**config.mk**
```make
export PLATFORM = sky130hd
export DESIGN_NAME = flash_record_wear_leveler_unit
export DESIGN_NICKNAME = d
export VERILOG_FILES = /design/src/hdl/frwl_pkg.sv /design/src/hdl/flash_record_wear_leveler_unit.sv
export SDC_FILE = /design/constraint.sdc
export NUM_CORES = 2
export LEC_CHECK = 0
export ABC_AREA = 1
export BUFFER_PORTS_ARGS = -buffer_cell sky130_fd_sc_hd__buf_2
export CORE_MARGIN = 8
export CORE_UTILIZATION = 60
export DETAILED_ROUTE_END_ITERATION = 10
export PLACE_DENSITY = 0.87
export SLEW_MARGIN = 20
export SYNTH_ARGS = -nofsm -noshare
export SYNTH_HDL_FRONTEND = slang
export SYNTH_SLANG_ARGS = --single-unit
```
**constraint.sdc**
```tcl
create_clock -name clk -period 8.35 [get_ports clk]
set_input_delay 2.505 -clock clk [delete_from_list [all_inputs] [get_ports clk]]
set_output_delay 2.505 -clock clk [all_outputs]
set_load 0.05 [all_outputs]
```
**src/hdl/frwl_pkg.sv**
```systemverilog
// Package for the flash record wear leveler: sizes, register indexes,
// controller states and the byte mask helpers.
// No dependencies.
package frwl_pkg;

  localparam int SLOTS       = 16;
  localparam int ENTRY_BYTES = 8;
  localparam int NUM_ENTRIES = 2;
  localparam int NUM_WORDS   = NUM_ENTRIES * SLOTS;
  localparam int SLOT_W      = $clog2(SLOTS);
  localparam int ADDR_W      = $clog2(NUM_WORDS);

  // Configuration register indexes.
  localparam logic [7:0] REG_DEFAULT_VALUE_A = 8'd0;
  localparam logic [7:0] REG_DEFAULT_SIZE_A  = 8'd1;
  localparam logic [7:0] REG_DEFAULT_VALUE_B = 8'd2;
  localparam logic [7:0] REG_DEFAULT_SIZE_B  = 8'd3;

  localparam logic ACT_WRITE = 1'b1;

  typedef enum logic [2:0] {
    ST_IDLE,
    ST_SCAN,
    ST_INIT,
    ST_DECIDE,
    ST_ERASE,
    ST_PROG,
    ST_FINISH
  } frwl_state_t;

  // Mask that covers the low n bytes of a word; n of 8 or more covers all.
  function automatic logic [63:0] byte_mask(input logic [3:0] n);
    logic [63:0] m;
    m = '0;
    for (int k = 0; k < 8; k++) begin
      if (4'(k) < n) m[8*k +: 8] = 8'hFF;
    end
    return m;
  endfunction

  // Byte counts above the entry size are taken as the entry size.
  function automatic logic [3:0] clamp_count(input logic [3:0] n);
    return (n > 4'(ENTRY_BYTES)) ? 4'(ENTRY_BYTES) : n;
  endfunction

  localparam logic [63:0] ENTRY_MASK = byte_mask(4'(ENTRY_BYTES));

  // Word left in an erased slot after programming the low n bytes of data.
  function automatic logic [63:0] program_word(input logic [63:0] data,
                                               input logic [3:0]  n);
    return data | ~byte_mask(clamp_count(n));
  endfunction

  // Flash word address of slot s of entry e.
  function automatic logic [ADDR_W-1:0] addr_of(input logic e,
                                                input logic [SLOT_W-1:0] s);
    return e ? (ADDR_W'(SLOTS) + ADDR_W'(s)) : ADDR_W'(s);
  endfunction

endpackage

```
**src/hdl/flash_record_wear_leveler_unit.sv**
```systemverilog
// Top level of the flash record wear leveler: flash word memory, its
// erased-state valid bits and the scan and program controller.
// Depends on frwl_pkg.

// Each item takes one beat in and gives one beat out. The current slot is
// found by a backward scan through the flash memory's single read port, one
// slot per cycle. A write that runs past the last slot also scans the other
// entry and then erases and rewrites. A new item is taken only once the
// previous one is finished; its result may still wait in the output register.
// Erased flash is tracked by one valid bit per word, cleared at reset and by
// a sector erase, so no clearing pass is needed. Configuration writes are
// accepted in every cycle.
module flash_record_wear_leveler_unit
  import frwl_pkg::*;
(
  input  logic        clk,
  input  logic        rst,
  // Configuration channel.
  input  logic        cfg_valid,
  output logic        cfg_ready,
  input  logic [7:0]  cfg_index,
  input  logic [63:0] cfg_data,
  // Request channel.
  input  logic        in_valid,
  output logic        in_ready,
  input  logic        action,
  input  logic        entry_select,
  input  logic [63:0] new_value,
  input  logic [3:0]  byte_count,
  // Result channel.
  output logic        out_valid,
  input  logic        out_ready,
  output logic [63:0] value,
  output logic [7:0]  slot,
  output logic        appended,
  output logic        erased,
  output logic        initialized
);

  // Configuration registers.
  logic [63:0] default_value_a;
  logic [3:0]  default_size_a;
  logic [63:0] default_value_b;
  logic [3:0]  default_size_b;

  assign cfg_ready = 1'b1;

  always_ff @(posedge clk) begin
    if (rst) begin
      default_value_a <= '0;
      default_size_a  <= 4'd8;
      default_value_b <= '0;
      default_size_b  <= 4'd8;
    end else if (cfg_valid) begin
      case (cfg_index)
        REG_DEFAULT_VALUE_A: default_value_a <= cfg_data;
        REG_DEFAULT_SIZE_A:  default_size_a  <= cfg_data[3:0];
        REG_DEFAULT_VALUE_B: default_value_b <= cfg_data;
        REG_DEFAULT_SIZE_B:  default_size_b  <= cfg_data[3:0];
        default: ;
      endcase
    end
  end

  // Flash memory with one write and one registered read port.
  logic [63:0]          mem [NUM_WORDS];
  logic [NUM_WORDS-1:0] vld;
  logic [NUM_WORDS-1:0] vld_next;
  logic                 mem_we;
  logic [ADDR_W-1:0]    mem_wa;
  logic [63:0]          mem_wd;
  logic                 vld_clr;
  logic [ADDR_W-1:0]    rd_addr;
  logic [63:0]          rd_q;
  logic                 rd_v;

  always_ff @(posedge clk) begin
    if (mem_we) mem[mem_wa] <= mem_wd;
    rd_q <= mem[rd_addr];
  end

  // An erase clears every valid bit; a write in the same cycle sets its own.
  always_comb begin
    vld_next = vld_clr ? '0 : vld;
    if (mem_we) vld_next[mem_wa] = 1'b1;
  end

  // A word whose valid bit is clear reads as erased flash.
  always_ff @(posedge clk) begin
    if (rst) begin
      vld  <= '0;
      rd_v <= 1'b0;
    end else begin
      vld  <= vld_next;
      rd_v <= vld[rd_addr];
    end
  end

  logic [63:0] rd_word;
  logic        rd_blank;
  assign rd_word  = rd_v ? rd_q : '1;
  assign rd_blank = (rd_word & ENTRY_MASK) == ENTRY_MASK;

  // Controller registers.
  frwl_state_t       state, state_next;
  logic              phase, phase_next;
  logic              req_write, req_ent;
  logic [63:0]       req_data;
  logic [3:0]        req_cnt;
  logic [SLOT_W-1:0] sidx, sidx_next;
  logic              s_more, s_more_next;
  logic              chk, chk_next;
  logic [SLOT_W-1:0] chk_idx, chk_idx_next;
  logic [SLOT_W-1:0] p_slot, p_slot_next;
  logic [63:0]       p_word, p_word_next;
  logic [63:0]       o_word, o_word_next;
  logic              init_flag, init_flag_next;
  logic [63:0]       res_value, res_value_next;
  logic [SLOT_W-1:0] res_slot, res_slot_next;
  logic              res_app, res_app_next;
  logic              res_era, res_era_next;
  logic              out_load;

  logic              scan_ent;
  logic [63:0]       def_word_p;
  logic [63:0]       def_word_o;
  logic [63:0]       wr_mask;
  logic              need_move;

  assign in_ready = (state == ST_IDLE);
  assign scan_ent = phase ? ~req_ent : req_ent;

  // Default words of the addressed and the other entry.
  assign def_word_p = req_ent ? program_word(default_value_b, default_size_b)
                              : program_word(default_value_a, default_size_a);
  assign def_word_o = req_ent ? program_word(default_value_a, default_size_a)
                              : program_word(default_value_b, default_size_b);

  // A write must move when it would raise a bit that is already cleared.
  assign wr_mask   = byte_mask(req_cnt);
  assign need_move = |((req_data & wr_mask) & ~p_word);

  always_ff @(posedge clk) begin
    if (rst) begin
      state     <= ST_IDLE;
      phase     <= 1'b0;
      s_more    <= 1'b0;
      chk       <= 1'b0;
      init_flag <= 1'b0;
    end else begin
      state     <= state_next;
      phase     <= phase_next;
      s_more    <= s_more_next;
      chk       <= chk_next;
      init_flag <= init_flag_next;
    end
  end

  always_ff @(posedge clk) begin
    if (in_valid && in_ready) begin
      req_write <= (action == ACT_WRITE);
      req_ent   <= entry_select;
      req_data  <= new_value;
      req_cnt   <= clamp_count(byte_count);
    end
    sidx      <= sidx_next;
    chk_idx   <= chk_idx_next;
    p_slot    <= p_slot_next;
    p_word    <= p_word_next;
    o_word    <= o_word_next;
    res_value <= res_value_next;
    res_slot  <= res_slot_next;
    res_app   <= res_app_next;
    res_era   <= res_era_next;
  end

  // Next state, memory accesses and result staging.
  always_comb begin
    state_next     = state;
    phase_next     = phase;
    sidx_next      = sidx;
    s_more_next    = s_more;
    chk_next       = chk;
    chk_idx_next   = chk_idx;
    p_slot_next    = p_slot;
    p_word_next    = p_word;
    o_word_next    = o_word;
    init_flag_next = init_flag;
    res_value_next = res_value;
    res_slot_next  = res_slot;
    res_app_next   = res_app;
    res_era_next   = res_era;
    mem_we         = 1'b0;
    mem_wa         = '0;
    mem_wd         = '0;
    vld_clr        = 1'b0;
    rd_addr        = '0;
    out_load       = 1'b0;

    case (state)
      ST_IDLE: begin
        if (in_valid) begin
          phase_next     = 1'b0;
          sidx_next      = SLOT_W'(SLOTS - 1);
          s_more_next    = 1'b1;
          chk_next       = 1'b0;
          init_flag_next = 1'b0;
          res_app_next   = 1'b0;
          res_era_next   = 1'b0;
          state_next     = ST_SCAN;
        end
      end

      // Backward scan: issue one slot a cycle, check the word read before.
      ST_SCAN: begin
        rd_addr = addr_of(scan_ent, sidx);
        if (s_more) begin
          chk_next     = 1'b1;
          chk_idx_next = sidx;
          if (sidx == '0) s_more_next = 1'b0;
          else sidx_next = sidx - 1'b1;
        end else begin
          chk_next = 1'b0;
        end
        if (chk) begin
          if (!rd_blank) begin
            chk_next    = 1'b0;
            s_more_next = 1'b0;
            if (!phase) begin
              p_slot_next = chk_idx;
              p_word_next = rd_word;
              state_next  = ST_DECIDE;
            end else begin
              o_word_next = rd_word;
              state_next  = ST_ERASE;
            end
          end else if (chk_idx == '0) begin
            // Blank region: the entry's default becomes its value.
            chk_next    = 1'b0;
            s_more_next = 1'b0;
            if (!phase) begin
              p_slot_next = '0;
              p_word_next = def_word_p;
              state_next  = ST_INIT;
            end else begin
              o_word_next = def_word_o;
              state_next  = ST_ERASE;
            end
          end
        end
      end

      ST_INIT: begin
        mem_we         = 1'b1;
        mem_wa         = addr_of(req_ent, '0);
        mem_wd         = p_word;
        init_flag_next = 1'b1;
        state_next     = ST_DECIDE;
      end

      ST_DECIDE: begin
        if (!req_write) begin
          res_value_next = p_word;
          res_slot_next  = p_slot;
          state_next     = ST_FINISH;
        end else if (!need_move) begin
          // Program over the current slot.
          mem_we         = 1'b1;
          mem_wa         = addr_of(req_ent, p_slot);
          mem_wd         = p_word & (req_data | ~wr_mask);
          res_value_next = mem_wd;
          res_slot_next  = p_slot;
          state_next     = ST_FINISH;
        end else if (p_slot != SLOT_W'(SLOTS - 1)) begin
          // The next slot is still erased.
          mem_we         = 1'b1;
          mem_wa         = addr_of(req_ent, p_slot + 1'b1);
          mem_wd         = req_data | ~wr_mask;
          res_value_next = mem_wd;
          res_slot_next  = p_slot + 1'b1;
          res_app_next   = 1'b1;
          state_next     = ST_FINISH;
        end else begin
          // Region full: find the other entry's value before the erase.
          phase_next  = 1'b1;
          sidx_next   = SLOT_W'(SLOTS - 1);
          s_more_next = 1'b1;
          chk_next    = 1'b0;
          state_next  = ST_SCAN;
        end
      end

      // Erase the sector and rewrite the other entry at its first slot.
      ST_ERASE: begin
        vld_clr    = 1'b1;
        mem_we     = 1'b1;
        mem_wa     = addr_of(~req_ent, '0);
        mem_wd     = o_word | ~ENTRY_MASK;
        state_next = ST_PROG;
      end

      ST_PROG: begin
        mem_we         = 1'b1;
        mem_wa         = addr_of(req_ent, '0);
        mem_wd         = req_data | ~wr_mask;
        res_value_next = mem_wd;
        res_slot_next  = '0;
        res_app_next   = 1'b1;
        res_era_next   = 1'b1;
        state_next     = ST_FINISH;
      end

      ST_FINISH: begin
        if (!out_valid || out_ready) begin
          out_load   = 1'b1;
          state_next = ST_IDLE;
        end
      end

      default: state_next = ST_IDLE;
    endcase
  end

  // Output register.
  always_ff @(posedge clk) begin
    if (rst) begin
      out_valid <= 1'b0;
    end else if (out_load) begin
      out_valid <= 1'b1;
    end else if (out_ready) begin
      out_valid <= 1'b0;
    end
  end

  always_ff @(posedge clk) begin
    if (out_load) begin
      value       <= res_value;
      slot        <= 8'(res_slot);
      appended    <= res_app;
      erased      <= res_era;
      initialized <= init_flag;
    end
  end

endmodule
```
==> impl_metrics.py <==
metrics = {
    "finish": {
        "final_common_cell": "edfxtp_1",
        "multi_input_area_um2": 27050,
        "fin_area_um2": 118700,
        "finalNonFillerCells": 11200,
        "syn_to_final_growth_pct": 11.33,
        "layout_common_cells": "edfxtp_1 (2399), nand2_1 (1339), nor2_1 (910)",
        "final_nets": 8765,
        "drive_gt1_frac": 0.1238,
        "seq_area_um2": 76860,
        "n_fill_cell": 11230,
    },
    "grt": {
        "grt_pass1_wl_um": 488700,
        "overflow": 0,
        "grt_antenna_before_repair": 35,
        "grt_max_degree": 205,
        "grt_pass1_vias": 73910,
        "grt_use_total": 0.3434,
    },
    "die": {
        "die_w_um": 437.6,
        "die_h_um": 437.6,
        "core-area_um2": 176300,
        "rows": 154,
        "pin_count": 225,
        "start_util": 0.6050,
        "fp.dieArea_um2": 191500,
    },
    "synth": {
        "synth_warnings": 0,
        "synth_ff_type": "edfxtp_1",
        "synth_top_cell_area_share": 0.6754,
        "synth_area_leaders": "edfxtp_1 (68%), nand2_1 (4.7%), dfxtp_1 (4.5%), nor2_1 (3.2%), o211ai_1 (2.9%)",
        "ys_ff_latch": 2640,
        "yosys.area.top_type": "edfxtp_1",
        "synthArstFlopShare": 0,
        "syn_area_um2": 106700,
        "seq_area_frac_synth": 0.7206,
        "syn_avg_cell_area_um2": 12.35,
        "synth_cell_type_count": 54,
        "synth_edf_count": 2399,
        "syn_inst": 8634,
    },
    "power_and_ir_drop": {
        "report.power.total_mw": 41.11,
        "power_density_nw_per_um2": 346.2,
        "ir_worst_vdd_mv": 0.4963,
        "cellLeakagePower_nw": 40.05,
    },
    "setup_path": {
        "worstPathRequired_ns": 8.88,
        "cp_max_fo": 38,
        "worstSetupEndpointType": "flip-flop",
        "path_class": "reg2reg",
        "cp_data_arrival_time_ns": 5.92,
        "start_kind": "flip-flop",
    },
    "placement": {
        "dp_hpwl_um": 197700,
        "gp_congestion": 0.9636,
        "dpl_cell_area_um2": 110300,
        "portBuffers": 219,
        "dp.cells": 10710,
    },
    "run_status": {
        "violations": "design-rule violations",
        "status": "finished with violations",
    },
    "clock_network": {
        "max-clock-path-buffers": 3,
        "cts_made_buffers": 241,
        "cts_root_buf": "clkbuf_16",
        "postCtsHoldBufs": 0,
        "cts.sinks": 2640,
        "clkLatencyLatePin_ns": 0.93,
        "h-tree-depth": 4,
        "cts.repair.resized": 0,
        "path_clk_slew_ns": 0.07,
        "cts_tree": "yes",
        "post-cts-setup-buffer-count": 0,
    },
    "timing": {
        "final_hold_viol_count": 0,
        "holdWs_ns": 0.4102,
        "fin_setup_tns_ns": 0,
        "finalClockSkew_ns": 0.05097,
        "setup_viol": 0,
        "drv_slew": 0,
        "relSlewSlack": 0.1481,
        "rsz0062_at_grt": "false",
        "min_period_over_period": 0.6450,
        "fmax_mhz": 185.7,
        "min_period_ns": 5.386,
        "worstMarginPinSlew_ns": 1.278,
    },
    "routing": {
        "routed_wl_um": 341500,
        "drc": 2,
        "avgViaCountPerCell": 6.883,
        "vias": 77070,
        "drtAntennaViolNets": 0,
        "drt_pre_antenna_iters": 10,
        "wire_per_inst_um": 30.50,
        "drtIter0Drc": 14250,
    },
    "run": {
        "maxCapViolCount": 0,
    },
    "hold_path": {
        "hold_class": "reg2reg",
    },
}
## cells by family after synthesis
group / count (synthesis) / share of synthesized area
and+or+nand+nor: 3173 / 0.1271
DFF: 2640 / 0.7206
AOI/OAI and AO/OA: 1926 / 0.1175
buffers and inverters: 889 / 0.03433
xor gates and xnor gates: 2 / 0.0001643
adders and majority gates: 2 / 0.0002346
other: 2 / 0.00007041
## metrics by stage
stage,util,setup slack (ns)
3_3_place_gp,0.6256,3.018
5_1_grt,0.6734,2.839
6_report,0.6735,2.964
4_1_cts,0.6726,3.134
3_5_place_dp,0.6257,2.995
2_1_floorplan,-,1.701
## registers in the layout, summed over array words and instances, names as in the netlist, 64 cells and up
name and flops:
res_value 64, p_word 64, o_word 64, value 64, default_value_a 64, mem 2048
rd_q 64, default_value_b 64, req_data 64
## synth_stat cells, types with 12 or more instances
master / count
inv_2: 13
o21ai_1: 17
o21ai_0: 488
or2_0: 61
nor3_1: 14
buf_2: 179
o311ai_0: 129
clkbuf_1: 383
buf_4: 12
a31oi_1: 36
o211ai_1: 406
o2111ai_1: 16
edfxtp_1: 2399
a211oi_1: 34
o221ai_1: 23
a21o_1: 19
a21oi_1: 229
o21a_1: 16
nand2_1: 1345
o22ai_1: 274
nand3_1: 565
or2_1: 16
dfxtp_1: 241
or2_2: 206
buf_1: 37
o31ai_1: 153
nor2_1: 919
inv_1: 252
a32oi_1: 64
## cell type report
class / count / share of cell area
Sequential cell: 2640 / 0.6473
Multi-Input combinational cell: 5108 / 0.2278
Clock buffer: 311 / 0.05531
Tap cell: 2340 / 0.02466
Timing Repair Buffer: 355 / 0.02044
Clock inverter: 144 / 0.01438
Inverter: 270 / 0.009483
Antenna cell: 29 / 0.0006111
## worst max-delay path: stages, from the launching register on
cell,delay [ns]
edfxtp_1,0.50
nor2_4,0.44
inv_2,0.11
nor2_4,0.33
inv_2,0.04
nand2_1,0.07
nand2_1,0.07
nor2_2,0.31
nand2_2,0.17
nand2_1,0.11
nand2_2,0.11
inv_2,0.76
nand2_1,0.24
nor2_4,0.30
nand2_1,0.16
inv_4,0.68
buf_4,0.57
## final timing paths
kind | depth (start not counted) | start | end | slack [ns]
worst max-delay path | 16 | req_cnt[3]$_SDFFCE_PN1P_ | mem[15][10]$_DFFE_PP_ | 2.96
worst min-delay path | 0 | res_value[19]$_DFFE_PP_ | value[19]$_DFFE_PP_ | 0.41
worst max register to register | 16 | req_cnt[3]$_SDFFCE_PN1P_ | mem[15][10]$_DFFE_PP_ | 2.96
worst min register to register | 0 | res_value[19]$_DFFE_PP_ | value[19]$_DFFE_PP_ | 0.41
## per-layer routing
| layer | global-route usage | vias up | share of wire |
|---|---|---|---|
| li1 | - | 31750 | - |
| met1 | 0.4385 | 36620 | 0.33 |
| met2 | 0.5197 | 7306 | 0.44 |
| met3 | 0.09584 | 1383 | 0.15 |
| met4 | 0.2226 | 20 | 0.075 |
| met5 | 0 | - | 0.00040 |
## where the power goes
| group | leakage (nW) | switching (mW) | total [mW] | internal, mW |
|---|---|---|---|---|
| clock | 4.02 | 5.00 | 11.5 | 6.55 |
| sequential | 24.0 | 0.306 | 15.9 | 15.6 |
| combinational | 12.0 | 10.3 | 13.6 | 3.35 |
| total | 40.0 | 15.6 | 41.1 | 25.5 |
(Power assumes the default switching activity.)
